<file path="config.mk">
export PLATFORM = sky130hd
export DESIGN_NAME = itprof_stack_ram
export DESIGN_NICKNAME = d
export VERILOG_FILES = /design/src/rtl/core/itprof_pkg.sv /design/src/rtl/core/itprof_stack_ram.sv
export SDC_FILE = /design/constraint.sdc
export NUM_CORES = 2
export LEC_CHECK = 0
export BUFFER_PORTS_ARGS = -buffer_cell sky130_fd_sc_hd__buf_2
export CAP_MARGIN = 20
export CORE_ASPECT_RATIO = 1.4
export CORE_MARGIN = 5
export CORE_UTILIZATION = 54
export CTS_CLUSTER_SIZE = 8
export DETAILED_ROUTE_END_ITERATION = 6
export HOLD_SLACK_MARGIN = 0.06
export PLACE_DENSITY = 0.7
export SLEW_MARGIN = 10
export SYNTH_ARGS = -nofsm -noshare
export SYNTH_HDL_FRONTEND = slang
export SYNTH_SLANG_ARGS = --single-unit
</file>
<file path="constraint.sdc">
create_clock -name i_clk -period 8.4 [get_ports i_clk]
set_input_delay 0.84 -clock i_clk [delete_from_list [all_inputs] [get_ports i_clk]]
set_output_delay 0.84 -clock i_clk [all_outputs]
set_load 0.02 [all_outputs]
</file>
<file path="src/rtl/core/itprof_pkg.sv">
`timescale 1ns / 1ps
package itprof_pkg;

    localparam int ADDR_BITS    = 16;
    localparam int STACK_DEPTH  = 64;
    localparam int COUNT_BITS   = 32;
    localparam int TIME_BITS    = 48;
    localparam int PC_BITS      = 16;
    localparam int LEN_BITS     = 3;
    localparam int TS_BITS      = 8;
    localparam int KIND_BITS    = 2;
    localparam int SP_BITS      = $clog2(STACK_DEPTH + 1);
    localparam int STK_IDX_BITS = $clog2(STACK_DEPTH);

    localparam logic       MODE_RECORD = 1'b0;
    localparam logic       MODE_READ   = 1'b1;

    localparam logic [KIND_BITS-1:0] KIND_OTHER = 2'd0;
    localparam logic [KIND_BITS-1:0] KIND_JUMP  = 2'd1;
    localparam logic [KIND_BITS-1:0] KIND_CALL  = 2'd2;
    localparam logic [KIND_BITS-1:0] KIND_RET   = 2'd3;

    typedef logic [ADDR_BITS-1:0]    t_addr;
    typedef logic [COUNT_BITS-1:0]   t_cnt;
    typedef logic [TIME_BITS-1:0]    t_time;
    typedef logic [SP_BITS-1:0]      t_sp;
    typedef logic [STK_IDX_BITS-1:0] t_stk_idx;

    typedef struct packed {
        logic                 mode;
        logic [PC_BITS-1:0]   pc;
        logic [LEN_BITS-1:0]  instr_len;
        logic [PC_BITS-1:0]   next_pc;
        logic [TS_BITS-1:0]   tstates;
        logic                 is_conditional;
        logic [KIND_BITS-1:0] kind;
        logic                 is_halt;
    } t_in_item;

    typedef struct packed {
        t_cnt  hit_count;
        t_time cycle_sum;
        t_cnt  taken_count;
        t_cnt  not_taken_count;
        t_cnt  callee_count;
        t_time inclusive_sum;
        t_time tick_total;
        t_time idle_total;
        t_sp   stack_level;
        logic  overflowed;
        logic  was_taken;
    } t_out_item;

    // one row of the per-address statistics memory
    typedef struct packed {
        t_cnt  hits;
        t_time cycles;
        t_cnt  taken;
        t_cnt  fallthru;
        t_cnt  calls;
        t_time incl;
    } t_stat_row;

    typedef struct packed {
        logic      re;
        t_addr     raddr;
        logic      we;
        t_addr     waddr;
        t_stat_row wdata;
    } t_stat_req;

    typedef struct packed {
        t_addr target;
        t_time start;
    } t_stk_entry;

    typedef struct packed {
        logic       re;
        t_stk_idx   raddr;
        logic       we;
        t_stk_idx   waddr;
        t_stk_entry wdata;
    } t_stk_req;

    function automatic t_cnt sat_inc(t_cnt a);
        logic [COUNT_BITS:0] s;
        s = {1'b0, a} + (COUNT_BITS + 1)'(1);
        return s[COUNT_BITS] ? '1 : s[COUNT_BITS-1:0];
    endfunction

    function automatic t_time sat_add_time(t_time a, t_time b);
        logic [TIME_BITS:0] s;
        s = {1'b0, a} + {1'b0, b};
        return s[TIME_BITS] ? '1 : s[TIME_BITS-1:0];
    endfunction

endpackage

</file>
<file path="src/rtl/core/itprof_stack_ram.sv">
`timescale 1ns / 1ps
module itprof_stack_ram
    import itprof_pkg::*;
(
    input  logic       i_clk,
    input  t_stk_req   i_req,
    output t_stk_entry o_rdata
);

    t_stk_entry mem [STACK_DEPTH];

    always_ff @(posedge i_clk) begin
        if (i_req.we) begin
            mem[i_req.waddr] <= i_req.wdata;
        end
        if (i_req.re) begin
            o_rdata <= mem[i_req.raddr];
        end
    end

endmodule

</file>
# Yosys cells after proc, flatten, opt, wreduce, memory -nomap -nowiden
# Memories as Yosys holds them, arrays and structs flattened. A register that Yosys moved wholly into a read port is not among the register bits.
# Cells that the tools add are included.
word_totals:
  register_bits: 0
  latchBits: 0
  ramBits: 4096
  romBits: 0
  inputBits: 79
  out_inout_bits: 64
  wordCells: 3
  mem_count: 1
classes:
  add_sub_neg: 0
  n_mul: 0
  div: 0
  n_lt_le_gt_ge: 0
  n_eq_ne: 0
  shifts: 0
  mux: 2
  bitwise: 0
  n_reduce_logical: 0
mem_list:
  columns: ["name", "depth", "word_bits", "rd", "rd_ports_with_merged_regs", "wr", "line", "source"]
  rows:
  - ["mem", 64, 64, 1, 1, 1, "itprof_stack_ram.sv:10", "t_stk_entry mem [STACK_DEPTH];"]
op_table:
  columns: ["op", "n"]
  rows:
  - ["1-bit 2-to-1 mux", 2]

# Depth between registers and ports, before layout
depth:
  depth_word: 2
  mapped_depth: 9
  ltp_nobuf: 5

# Worst setup path after synthesis
# OpenSTA, ideal clock, no wires.
synth_timing:
  path_kind: "input to register"
  start: "input i_req[67] (netlist bit)"
  end: "memory mem[48][0] (netlist bit), enable pin"
  setup_ps: 564
  t_arrival_ps: 5712
  setup_slack_ps: 2124
  cell_stages: 4
  n_path_buf: 1
  path_cell_list: "clkbuf_1 > nor2b_1 > nand4b_1 > nor3_1"
synth_lines:
  columns: ["item", "line", "source"]
  rows:
  - ["from (decl)", "itprof_stack_ram.sv:6", "input t_stk_req i_req,"]
  - ["to (decl)", "itprof_stack_ram.sv:10", null]
# No word-level cell before the write port.

==> flow_summary.toml <==
[routing]
route.detailed.drc = 0
drtAntennaViolNets = 0
viasPerCell = 7.02
wl_per_cell_um = 39.1
highest-signal-layer = "met5"
wl_met1_um = 147000
met2_wirelength_um = 217000
drt-initial-drc-count = 10600
wl_um = 431000
met3_length_um = 43600
vias = 77400
drt_pre_antenna_iters = 5

[floorplanning]
core_area_um2 = 290000
std_cell_rows = 234
fp.dieArea_um2 = 302000
num_io_pins = 143
die_h_um = 648
die_w_um = 466
initial_core_util_pct = 54.2

[synth]
synth.net_count = 6677
yosys_most_used_dff = "edfxtp_1"
synth_seq_cells = 4160
syn_area_um2 = 157000
yosysUniqueCellTypes = 32
yosysSeqAreaShare_pct = 79.6
ys_async_sr_fraction_pct = 0
synth_edf_count = 4160
yosys_warnings = 0
syn_avg_cell_area_um2 = 23.8
syn_inst = 6598

[power]
irDropWorstVdd_mv = 0.231
p_leak_nw = 56.4
p_per_area_nw_per_um2 = 257

[layout]
final_common_cell = "edfxtp_1"
fillers = 18800
drive_gt1_share_pct = 29.6
nets = 7263
syn2layout_area_growth_pct = 14.4
final_area_um2 = 180000
mostFrequentLayoutCells = "edfxtp_1, mux4_2, clkbuf_16"

[timing]
max_freq_ghz = 0.266
fin_crit_ns = 3.75
grt_setup_unrepaired = "no"
hold_violations = 0
slew_headroom_pct = 14.1
tns_ns = 0
setup_violations = 0
hold_ws_ns = 0.314
post-route-period-util_pct = 44.7
finalClockSkew_ns = 0.0458
tightest_slew_ns = 1.29
drv_slew = 0

[global_route]
grt-ovfl-total = 0
grt_pass1_wl_um = 606000
grtUsageTotal_pct = 28.5
grt_max_degree = 141
grt_antenna_before_repair = 40
first_global_vias = 80100

[cts]
hold_buffers = 0
cts-buffers-inserted = 594
clock_latency_ns = 0.91
tritoncts = "built"
cts_sinks = 4160
cts_resized = 0
post_cts_buffers = 0
clkTransAtPathRegs_ns = 0.05
root_buffer = "clkbuf_16"
clock_path_buffers = 4
htree_levels = 6

[worst_setup_path]
worstPathArrival_ns = 4.47
start_kind = "input pin"
cp_data_required_time_ns = 9.12
cp-end-kind = "flop"
crit_type = "in -> reg"
cp_max_fo = 64

[hold_path]
hold_class = "in -> reg"

[run]
cap_violations = 0

[outcome]
status = "complete, no violations"

[place]
port-buffer-count = 142
gp_congestion = 0.799
placed_area_um2 = 163000
dp_hpwl_um = 222000
cell families (layout without fill, tap and decap cells):
family | Yosys count | in the layout | synth area share, %
compound gates | 504 | 504 | 2.47
simple gates | 386 | 386 | 1.23
flops | 4160 | 4160 | 79.6
mux | 1159 | 1159 | 15.6
other cells | 0 | 12 | 0
buf+inv | 389 | 1031 | 1.18
worst paths after layout:
| kind | startpoint | end | slack, ns | depth (start not counted) |
|---|---|---|---|---|
| min reg2reg | mem[39][18] | o_rdata[18] | 0.89 | 4 |
| min | i_req[8] | mem[13][8] | 0.31 | 1 |
| max reg2reg | mem[12][2] | o_rdata[2] | 6.08 | 5 |
| max | i_req[73] | o_rdata[11] | 4.65 | 8 |
cell usage after synthesis (all sizes together) (26+ instances only):
cell type  count  share of area (%)
edfxtp      4160                 80
mux4        1024                 15
buf          230               0.80
a22oi        168               0.80
clkbuf       140               0.33
mux2i        135               0.86
nor2         112               0.27
a22o          88               0.49
o22ai         83               0.33
and3          64               0.26
a211oi        63               0.30
nand2         58               0.14
nand3         45               0.14
o221ai        38               0.21
or3           29               0.12
nor2b         28               0.11
or2           28               0.11
a41oi         26               0.15
stage by stage:
| stage | utilization, % | power, mW | setup WS, ns | instances |
|---|---|---|---|---|
| 2_1_floorplan | - | 24.6 | 2.12 | 6598 |
| 3_3_place_gp | 56.2 | 25.4 | 3.95 | 10300 |
| 3_5_place_dp | 56.3 | 25.5 | 3.85 | 10300 |
| 4_1_cts | 61.8 | 46.3 | 4.78 | 11000 |
| 5_1_grt | 61.9 | 47.4 | 4.63 | 11000 |
| 6_report | 61.9 | 46.1 | 4.65 | 11000 |
worst max-delay path: stages:
cell and delay, ns:
buf_8 0.20, buf_4 0.52, nor2_4 0.74, buf_4 0.84, buf_4 0.47, a22oi_1 0.16, and3_1 0.21, a211oi_1 0.24
registers in the layout (all words and copies together), names as in the netlist:
signal / flops
mem: 4096
o_rdata: 64
layer usage:
metal / vias up / GRT usage [%]
li1: 29400 / -
met1: 41400 / 36.8
met2: 5294 / 47.5
met5: - / 0
met4: 16 / 13.5
met3: 1187 / 5.46
area by class of cell:
cell class	instances	area, um2	share of cell area [%]
Sequential cell	4160	125000	69.6
Multi-Input combinational cell	2049	30800	17.1
Clock buffer	614	15300	8.55
Tap cell	3776	4720	2.63
Timing Repair Buffer	360	3100	1.73
Clock inverter	38	563	0.314
Inverter	19	71.3	0.0397
Antenna cell	12	30.0	0.0167
report_power, final:
| part | switching [mW] | leakage, nW | internal [mW] |
|---|---|---|---|
| sequential | 0.0686 | 37.5 | 23.1 |
| combinational | 1.23 | 11.1 | 0.713 |
| clock | 8.22 | 7.81 | 12.8 |
Note: power is estimated with default switching activity, not from simulation.
