[src/rtl/core/itprof_pkg.sv]
`timescale 1ns / 1ps
package itprof_pkg;

    localparam int ADDR_BITS    = 16;
    localparam int STACK_DEPTH  = 64;
    localparam int COUNT_BITS   = 32;
    localparam int TIME_BITS    = 48;
    localparam int PC_BITS      = 16;
    localparam int LEN_BITS     = 3;
    localparam int TS_BITS      = 8;
    localparam int KIND_BITS    = 2;
    localparam int SP_BITS      = $clog2(STACK_DEPTH + 1);
    localparam int STK_IDX_BITS = $clog2(STACK_DEPTH);

    localparam logic       MODE_RECORD = 1'b0;
    localparam logic       MODE_READ   = 1'b1;

    localparam logic [KIND_BITS-1:0] KIND_OTHER = 2'd0;
    localparam logic [KIND_BITS-1:0] KIND_JUMP  = 2'd1;
    localparam logic [KIND_BITS-1:0] KIND_CALL  = 2'd2;
    localparam logic [KIND_BITS-1:0] KIND_RET   = 2'd3;

    typedef logic [ADDR_BITS-1:0]    t_addr;
    typedef logic [COUNT_BITS-1:0]   t_cnt;
    typedef logic [TIME_BITS-1:0]    t_time;
    typedef logic [SP_BITS-1:0]      t_sp;
    typedef logic [STK_IDX_BITS-1:0] t_stk_idx;

    typedef struct packed {
        logic                 mode;
        logic [PC_BITS-1:0]   pc;
        logic [LEN_BITS-1:0]  instr_len;
        logic [PC_BITS-1:0]   next_pc;
        logic [TS_BITS-1:0]   tstates;
        logic                 is_conditional;
        logic [KIND_BITS-1:0] kind;
        logic                 is_halt;
    } t_in_item;

    typedef struct packed {
        t_cnt  hit_count;
        t_time cycle_sum;
        t_cnt  taken_count;
        t_cnt  not_taken_count;
        t_cnt  callee_count;
        t_time inclusive_sum;
        t_time tick_total;
        t_time idle_total;
        t_sp   stack_level;
        logic  overflowed;
        logic  was_taken;
    } t_out_item;

    // one row of the per-address statistics memory
    typedef struct packed {
        t_cnt  hits;
        t_time cycles;
        t_cnt  taken;
        t_cnt  fallthru;
        t_cnt  calls;
        t_time incl;
    } t_stat_row;

    typedef struct packed {
        logic      re;
        t_addr     raddr;
        logic      we;
        t_addr     waddr;
        t_stat_row wdata;
    } t_stat_req;

    typedef struct packed {
        t_addr target;
        t_time start;
    } t_stk_entry;

    typedef struct packed {
        logic       re;
        t_stk_idx   raddr;
        logic       we;
        t_stk_idx   waddr;
        t_stk_entry wdata;
    } t_stk_req;

    function automatic t_cnt sat_inc(t_cnt a);
        logic [COUNT_BITS:0] s;
        s = {1'b0, a} + (COUNT_BITS + 1)'(1);
        return s[COUNT_BITS] ? '1 : s[COUNT_BITS-1:0];
    endfunction

    function automatic t_time sat_add_time(t_time a, t_time b);
        logic [TIME_BITS:0] s;
        s = {1'b0, a} + {1'b0, b};
        return s[TIME_BITS] ? '1 : s[TIME_BITS-1:0];
    endfunction

endpackage

[src/rtl/core/itprof_ctrl.sv]
`timescale 1ns / 1ps
module itprof_ctrl
    import itprof_pkg::*;
(
    input  logic       i_clk,
    input  logic       i_rst_n,
    input  logic       i_in_valid,
    output logic       o_in_ready,
    input  t_in_item   i_in_item,
    input  logic       i_out_free,
    output logic       o_done,
    output t_out_item  o_result,
    output t_stat_req  o_stat_req,
    input  t_stat_row  i_stat_rdata,
    output t_stk_req   o_stk_req,
    input  t_stk_entry i_stk_rdata
);

    localparam logic [2:0] S_CLEAR = 3'd0;
    localparam logic [2:0] S_IDLE  = 3'd1;
    localparam logic [2:0] S_STK   = 3'd2;
    localparam logic [2:0] S_AUX   = 3'd3;
    localparam logic [2:0] S_MAIN  = 3'd4;

    logic [2:0] r_state,    n_state;
    t_addr      r_clr_addr, n_clr_addr;
    t_in_item   r_item,     n_item;
    logic       r_taken,    n_taken;
    logic       r_is_call,  n_is_call;
    t_addr      r_aux_addr, n_aux_addr;
    logic       r_fwd,      n_fwd;
    t_stat_row  r_fwd_row,  n_fwd_row;
    t_time      r_dur,      n_dur;
    t_time      r_tick,     n_tick;
    t_time      r_idle,     n_idle;
    t_sp        r_sp,       n_sp;
    logic       r_ovf,      n_ovf;

    logic       in_record;
    logic       in_taken;
    logic [PC_BITS-1:0] in_seq_pc;
    t_addr      in_idx;
    t_addr      in_tgt;
    t_sp        sp_dec;
    t_addr      item_idx;
    t_stat_row  aux_row;
    t_stat_row  cur_row;
    t_stat_row  main_row;
    logic       item_record;

    assign in_record   = (i_in_item.mode == MODE_RECORD);
    assign in_seq_pc   = i_in_item.pc + PC_BITS'(i_in_item.instr_len);
    assign in_taken    = (i_in_item.next_pc != in_seq_pc);
    assign in_idx      = t_addr'(i_in_item.pc);
    assign in_tgt      = t_addr'(i_in_item.next_pc);
    assign sp_dec      = r_sp - SP_BITS'(1);
    assign item_idx    = t_addr'(r_item.pc);
    assign item_record = (r_item.mode == MODE_RECORD);

    // side update: call count at the target, or inclusive time of the popped frame
    always_comb begin
        aux_row = i_stat_rdata;
        if (r_is_call) begin
            aux_row.calls = sat_inc(i_stat_rdata.calls);
        end else begin
            aux_row.incl = sat_add_time(i_stat_rdata.incl, r_dur);
        end
    end

    // main update at the item's own address
    assign cur_row = r_fwd ? r_fwd_row : i_stat_rdata;

    always_comb begin
        main_row = cur_row;
        if (item_record) begin
            main_row.hits   = sat_inc(cur_row.hits);
            main_row.cycles = sat_add_time(cur_row.cycles, t_time'(r_item.tstates));
            if (r_item.is_conditional && (r_item.kind != KIND_OTHER)) begin
                if (r_taken) begin
                    main_row.taken = sat_inc(cur_row.taken);
                end else begin
                    main_row.fallthru = sat_inc(cur_row.fallthru);
                end
            end
        end
    end

    always_comb begin
        n_state    = r_state;
        n_clr_addr = r_clr_addr;
        n_item     = r_item;
        n_taken    = r_taken;
        n_is_call  = r_is_call;
        n_aux_addr = r_aux_addr;
        n_fwd      = r_fwd;
        n_fwd_row  = r_fwd_row;
        n_dur      = r_dur;
        n_tick     = r_tick;
        n_idle     = r_idle;
        n_sp       = r_sp;
        n_ovf      = r_ovf;
        o_stat_req = '0;
        o_stk_req  = '0;
        o_done     = 1'b0;
        case (r_state)
            S_CLEAR: begin
                o_stat_req.we    = 1'b1;
                o_stat_req.waddr = r_clr_addr;
                o_stat_req.wdata = '0;
                n_clr_addr       = r_clr_addr + ADDR_BITS'(1);
                if (r_clr_addr == '1) begin
                    n_state = S_IDLE;
                end
            end
            S_IDLE: begin
                if (i_in_valid) begin
                    n_item     = i_in_item;
                    n_taken    = in_record && in_taken;
                    n_is_call  = 1'b0;
                    n_aux_addr = in_tgt;
                    n_fwd      = 1'b0;
                    o_stat_req.re    = 1'b1;
                    o_stat_req.raddr = in_idx;
                    n_state          = S_MAIN;
                    if (in_record) begin
                        n_tick = sat_add_time(r_tick, t_time'(i_in_item.tstates));
                        if (i_in_item.is_halt) begin
                            n_idle = sat_add_time(r_idle, t_time'(i_in_item.tstates));
                        end
                        if (in_taken && (i_in_item.kind == KIND_CALL)) begin
                            n_is_call        = 1'b1;
                            o_stat_req.raddr = in_tgt;
                            n_state          = S_AUX;
                            if (r_sp < SP_BITS'(STACK_DEPTH)) begin
                                o_stk_req.we           = 1'b1;
                                o_stk_req.waddr        = r_sp[STK_IDX_BITS-1:0];
                                o_stk_req.wdata.target = in_tgt;
                                o_stk_req.wdata.start  = r_tick;
                                n_sp                   = r_sp + SP_BITS'(1);
                            end else begin
                                n_ovf = 1'b1;
                            end
                        end else if (in_taken && (i_in_item.kind == KIND_RET)
                                     && (r_sp != '0)) begin
                            o_stat_req.re   = 1'b0;
                            o_stk_req.re    = 1'b1;
                            o_stk_req.raddr = sp_dec[STK_IDX_BITS-1:0];
                            n_sp            = sp_dec;
                            n_state         = S_STK;
                        end
                    end
                end
            end
            S_STK: begin
                // tick counter already holds the tick after this item
                n_aux_addr = i_stk_rdata.target;
                n_dur      = (r_tick >= i_stk_rdata.start) ? r_tick - i_stk_rdata.start
                                                            : '0;
                o_stat_req.re    = 1'b1;
                o_stat_req.raddr = i_stk_rdata.target;
                n_state          = S_AUX;
            end
            S_AUX: begin
                o_stat_req.we    = 1'b1;
                o_stat_req.waddr = r_aux_addr;
                o_stat_req.wdata = aux_row;
                o_stat_req.re    = 1'b1;
                o_stat_req.raddr = item_idx;
                // the read below misses this write when the addresses match
                n_fwd            = (r_aux_addr == item_idx);
                n_fwd_row        = aux_row;
                n_state          = S_MAIN;
            end
            S_MAIN: begin
                if (i_out_free) begin
                    o_stat_req.we    = item_record;
                    o_stat_req.waddr = item_idx;
                    o_stat_req.wdata = main_row;
                    o_done           = 1'b1;
                    n_fwd            = 1'b0;
                    n_state          = S_IDLE;
                end
            end
            default: begin
                n_state = S_IDLE;
            end
        endcase
    end

    assign o_in_ready = (r_state == S_IDLE);

    always_comb begin
        o_result.hit_count       = main_row.hits;
        o_result.cycle_sum       = main_row.cycles;
        o_result.taken_count     = main_row.taken;
        o_result.not_taken_count = main_row.fallthru;
        o_result.callee_count    = main_row.calls;
        o_result.inclusive_sum   = main_row.incl;
        o_result.tick_total      = r_tick;
        o_result.idle_total      = r_idle;
        o_result.stack_level     = r_sp;
        o_result.overflowed      = r_ovf;
        o_result.was_taken       = r_taken;
    end

    always_ff @(posedge i_clk) begin
        if (!i_rst_n) begin
            r_state    <= S_CLEAR;
            r_clr_addr <= '0;
            r_fwd      <= 1'b0;
            r_tick     <= '0;
            r_idle     <= '0;
            r_sp       <= '0;
            r_ovf      <= 1'b0;
        end else begin
            r_state    <= n_state;
            r_clr_addr <= n_clr_addr;
            r_fwd      <= n_fwd;
            r_tick     <= n_tick;
            r_idle     <= n_idle;
            r_sp       <= n_sp;
            r_ovf      <= n_ovf;
        end
    end

    always_ff @(posedge i_clk) begin
        r_item     <= n_item;
        r_taken    <= n_taken;
        r_is_call  <= n_is_call;
        r_aux_addr <= n_aux_addr;
        r_fwd_row  <= n_fwd_row;
        r_dur      <= n_dur;
    end

`ifndef NO_ASSERTIONS
    a_sp_bound: assert property (@(posedge i_clk) disable iff (!i_rst_n)
        r_sp <= SP_BITS'(STACK_DEPTH))
        else $error("return stack level beyond depth");

    a_idle_le_tick: assert property (@(posedge i_clk) disable iff (!i_rst_n)
        r_idle <= r_tick)
        else $error("idle total exceeds tick total");

    a_tick_mono: assert property (@(posedge i_clk) disable iff (!i_rst_n)
        $past(i_rst_n) |-> r_tick >= $past(r_tick))
        else $error("tick total went backwards");

    a_fwd_main: assert property (@(posedge i_clk) disable iff (!i_rst_n)
        r_fwd |-> r_state == S_MAIN)
        else $error("forwarded row held outside the final update");

    a_done_free: assert property (@(posedge i_clk) disable iff (!i_rst_n)
        o_done |-> i_out_free)
        else $error("result produced while output register is busy");
`endif

endmodule

[config.mk]
export PLATFORM = sky130hd
export DESIGN_NAME = itprof_ctrl
export DESIGN_NICKNAME = d
export VERILOG_FILES = /design/src/rtl/core/itprof_pkg.sv /design/src/rtl/core/itprof_ctrl.sv
export SDC_FILE = /design/constraint.sdc
export NUM_CORES = 2
export LEC_CHECK = 0
export BUFFER_PORTS_ARGS = -buffer_cell sky130_fd_sc_hd__buf_2
export CORE_AREA = 2 2 388 390
export CTS_CLUSTER_DIAMETER = 200
export CTS_CLUSTER_SIZE = 8
export DETAILED_ROUTE_END_ITERATION = 10
export DIE_AREA = 0 0 390 392
export PLACE_DENSITY = 0.53
export SLEW_MARGIN = 40
export SYNTH_ARGS = -nofsm -noshare
export SYNTH_HDL_FRONTEND = slang
export SYNTH_SLANG_ARGS = --single-unit
[constraint.sdc]
create_clock -name i_clk -period 11.43 [get_ports i_clk]
set_input_delay 1.7145 -clock i_clk [delete_from_list [all_inputs] [get_ports i_clk]]
set_output_delay 1.7145 -clock i_clk [all_outputs]
set_load 0.01 [all_outputs]
# Yosys cells after proc, flatten, opt, wreduce, memory -nomap -nowiden
# Cells that the tools add are included.
# op_classes
addsub	13
n_lt_le_gt_ge	2
n_eq_ne	13
n_mux	48
bitwise_logic	3
n_reduce_logical	19
# op_table
op	n
$pmux W241 S3	1
$mux W241	1
$mux W48	5
$mux W78	3
$mux W224	1
$mux W32	7
$add A48 B8 Y49	3
$mux W144	1
$mux W71	2
$add A32 B1 Y33 const B	4
$mux W64	1
$pmux W17 S3	1
$add A48 B48 Y49	1
$ge A48 B48 Y1	1
$sub A48 B48 Y48	1
$mux W7	5
$mux W17	2
$mux W16	2
$pmux W16 S2	1
$mux W3	6
$add A16 B1 Y16 const B	1
$add A16 B3 Y16	1
$eq A16 B16 Y1	1
$eq A16 B16 Y1 const B	1
other kinds (23)	45
# word_totals
regBits	442
input_bits	340
output_inout_bits	667
wordCells	120

# Longest topological paths before layout
# depth
word_depth	9
depth_mapped	23
mapped_depth_nobuf	13

# Worst setup path before layout
# Ideal clock, no wire load.
# synth_path
kind	register -> output
from	reg r_state[2]
to	out o_stat_req[12] (netlist bit)
arrival_ns	8.172
required_time_ns	9.716
slack_ns	1.544
path_stages_with_launch	8
path_buffers	3
path_cell_list	dfxtp_1 clkbuf_1 nor2b_1 nand2_1 inv_2 clkbuf_1 clkbuf_1 a22o_1
# synth_lines
element	line_no	rtl
start: declaration	itprof_ctrl.sv:25	logic [2:0] r_state, n_state;
start signal: assignment	itprof_ctrl.sv:216	r_state <= n_state;
end: declaration	itprof_ctrl.sv:13	output t_stat_req o_stat_req,

==> flow_summary.json <==
{
  "grt_pass1_wl_um": 229000,
  "wirelength_um": 164000,
  "area_growth_pct": 24.9,
  "synthTopCellsByArea": "edfxtp_1, dfxtp_1, a22o_1, ha_1, xnor2_1",
  "setup_viol": 0,
  "clk_pin_slew_ns": 0.06,
  "required_ns": 9.72,
  "finClkSkew_ns": 0.0242,
  "final_cell_mix": "buf_2, nand2_1, edfxtp_1",
  "finalCritPeriodShare_pct": 67.0,
  "holdBufCountCts": 0,
  "finalCriticalPeriod_ns": 7.66,
  "synth_area_per_cell_um2": 9.04,
  "placed_cells": 6644,
  "die_x_um": 390,
  "drive_gt1_share_pct": 27.4,
  "intPower_mw": 2.90,
  "r2r_start": "r_tick[1]",
  "drv_slew": 0,
  "p_leak_nw": 18.4,
  "start_util_pct": 23.5,
  "p_per_area_mw_per_mm2": 92.1,
  "syn-cell-area_mm2": 0.0349,
  "irDropWorstVdd_uv": 120,
  "synth_largest_area_cell": "edfxtp_1",
  "hold_viol_final": 0,
  "p_sw_mw": 1.12,
  "min_from": "r_ovf",
  "post_cts_buffers": 0,
  "viasPerCell": 5.14,
  "rows": 142,
  "yosysWarnings": 0,
  "hold_path_depth": 2,
  "cts_tree": "done",
  "antenna_left": 0,
  "clk_path_buf_depth": 3,
  "status": "complete, no violations",
  "clk_latency_ns": 0.67,
  "die_area_mm2": 0.153,
  "detailed_place_hpwl_um": 130000,
  "dr_total_vias": 34700,
  "arrival_ns": 5.94,
  "gp_congestion": 0.943,
  "switching_share_pct": 27.9,
  "drv_cap": 0,
  "fp.dieH_um": 392,
  "post_drt_wl_per_cell_um": 24.2,
  "synth.distinct_cells": 100,
  "ys_seq_area_share_pct": 34.4,
  "pwr-share-seq_pct": 42.6,
  "grt.overflow.total": 0,
  "r2r_cells": 12,
  "cts.repair.resized": 0,
  "max_freq_mhz": 131,
  "reg2reg_to": "r_dur[18]",
  "worst-r2r-setup-slack_ns": 7.24,
  "numCtsBuffers": 61,
  "drc": 0,
  "final_common_cell": "buf_2",
  "start_kind": "flop",
  "finalNetCount": 5241,
  "grt_max_degree": 166,
  "grt_pass1_vias": 32100,
  "h-tree-depth": 2,
  "fin_cells": 6761,
  "clkPwrFrac_pct": 44.1,
  "combPwrFrac_pct": 13.3,
  "drt_pass1_iterations": 5,
  "worstPathMaxFanout": 70,
  "coreArea_mm2": 0.149,
  "synth_edf_count": 318,
  "syn_nets": 4345,
  "yosys_most_used_dff": "edfxtp_1",
  "antenna_found_initial": 29,
  "yosysTopAreaCellShare_pct": 27.3,
  "worstMarginPinSlew_ns": 0.887,
  "end_kind": "output pin",
  "grtUsageTotal_pct": 20.1,
  "hold_end": "r_ovf",
  "syn_inst": 3868,
  "tns_ns": 0,
  "async_flop_share_pct": 0,
  "hp-class": "reg2reg",
  "portBuffers": 1006,
  "rsz0062_at_grt": "no",
  "ctsRootBufferMaster": "clkbuf_16",
  "ys_seq_elements": 442,
  "numClockSinks": 442,
  "drtIter0Drc": 2584,
  "max-slew-margin-rel_pct": 40.8,
  "critical_path_class": "reg2out",
  "num_io_pins": 1007,
  "fill_cells": 15900
}
==> flip-flops by register name (all words and copies together) (netlist names), 3 cells and up <==
name        flops
r_aux_addr     16
r_item         12
r_dur          48
item_idx       16
r_fwd_row     224
r_state         3
r_idle         48
r_clr_addr     16
r_tick         48
r_sp            7
==> final cells by class <==
cell class	count	area [um2]	share of cell area [%]
clock inverters	3	45.0	0.103
inverters	124	487	1.11
flip-flops and latches	442	12000	27.6
clock buffers	96	1680	3.85
diodes	17	42.5	0.0974
well taps	1944	2430	5.57
multi-input cells	3091	21500	49.3
repair buffers	1044	5400	12.4
==> how the worst max path moves through the flow <==
stage                                 start         endpoint  slack (ns)  cells after the start
after global routing                  r_fwd  o_stat_req[155]        3.57                     13
after CTS                             r_fwd  o_stat_req[155]        3.75                     13
final                                 r_fwd  o_stat_req[155]        3.77                     13
after floorplan                  r_state[2]   o_stat_req[12]        1.54                      7
after detailed placement  i_stat_rdata[144]  o_stat_req[181]        3.97                     15
after global placement    i_stat_rdata[144]  o_stat_req[181]        3.70                     15
==> synthesized netlist by cell type (27+ instances only) <==
master     instances
nor2b_1           57
clkbuf_1         138
a21o_1            55
buf_2             39
dfxtp_1          124
mux2i_1          143
o21ai_0          150
and2_1           104
o21bai_1          27
ha_1             131
edfxtp_1         318
or3_1             28
nor3_1            64
a21oi_1          271
xnor2_1          173
nand3_1          119
a2bb2oi_1         40
nand2_1          393
o21a_1            28
a22oi_1           38
nor2_1           258
xor2_1           156
nand4_1           74
inv_1            121
and3_1            65
mux2_2           115
nand3b_1          29
a22o_1           210
==> stage by stage <==
stage	cell area, um2	total power, mW	hold WS, ns	util, %	setup WS (ns)
finish	43700	4.02	0.475	29.3	3.77
global route	43600	4.17	0.503	29.3	3.57
CTS	43600	4.08	0.475	29.3	3.75
detailed placement	41900	2.27	0.458	28.1	3.97
global placement	41800	2.27	0.451	28.1	3.70
floorplan	34900	2.01	0.438	-	1.54
==> power by group through the flow <==
stage / combinational (mW) / clock [mW] / sequential, mW
2_1_floorplan: 0.266 / 0 / 1.75
3_3_place_gp: 0.525 / 0 / 1.75
3_5_place_dp: 0.527 / 0 / 1.75
4_1_cts: 0.530 / 1.83 / 1.71
5_1_grt: 0.575 / 1.88 / 1.71
6_report: 0.533 / 1.77 / 1.71
==> layer usage <==
metal / up-vias / part of all wire [%] / track usage [%]
met4: 22 / 3.2 / 6.28
met2: 1195 / 46 / 32.4
li1: 16200 / - / -
met3: 216 / 7.2 / 4.63
met5: - / 0.078 / 0
met1: 17100 / 44 / 26.5
==> worst max-delay path, stage by stage, from the launching register on <==
cell      delay (ns)
dfxtp_4         0.82
buf_12          0.40
mux2_2          0.54
ha_1            0.42
a21oi_1         0.09
o21bai_1        0.28
a21oi_2         0.23
o21a_1          0.29
nor3_1          0.60
and2_1          0.35
nand2_2         0.44
nand2_1         0.25
a22o_1          0.27
buf_2           0.17
==> cell families after synthesis <==
family	share of synthesized area, %
adders and majority gates	5.03
muxes	7.80
DFF	34.4
AOI/OAI and AO/OA	20.8
and+or+nand+nor	19.6
xor gates and xnor gates	8.25
buffers and inverters	4.14
Note: power is estimated with default switching activity, not from simulation.
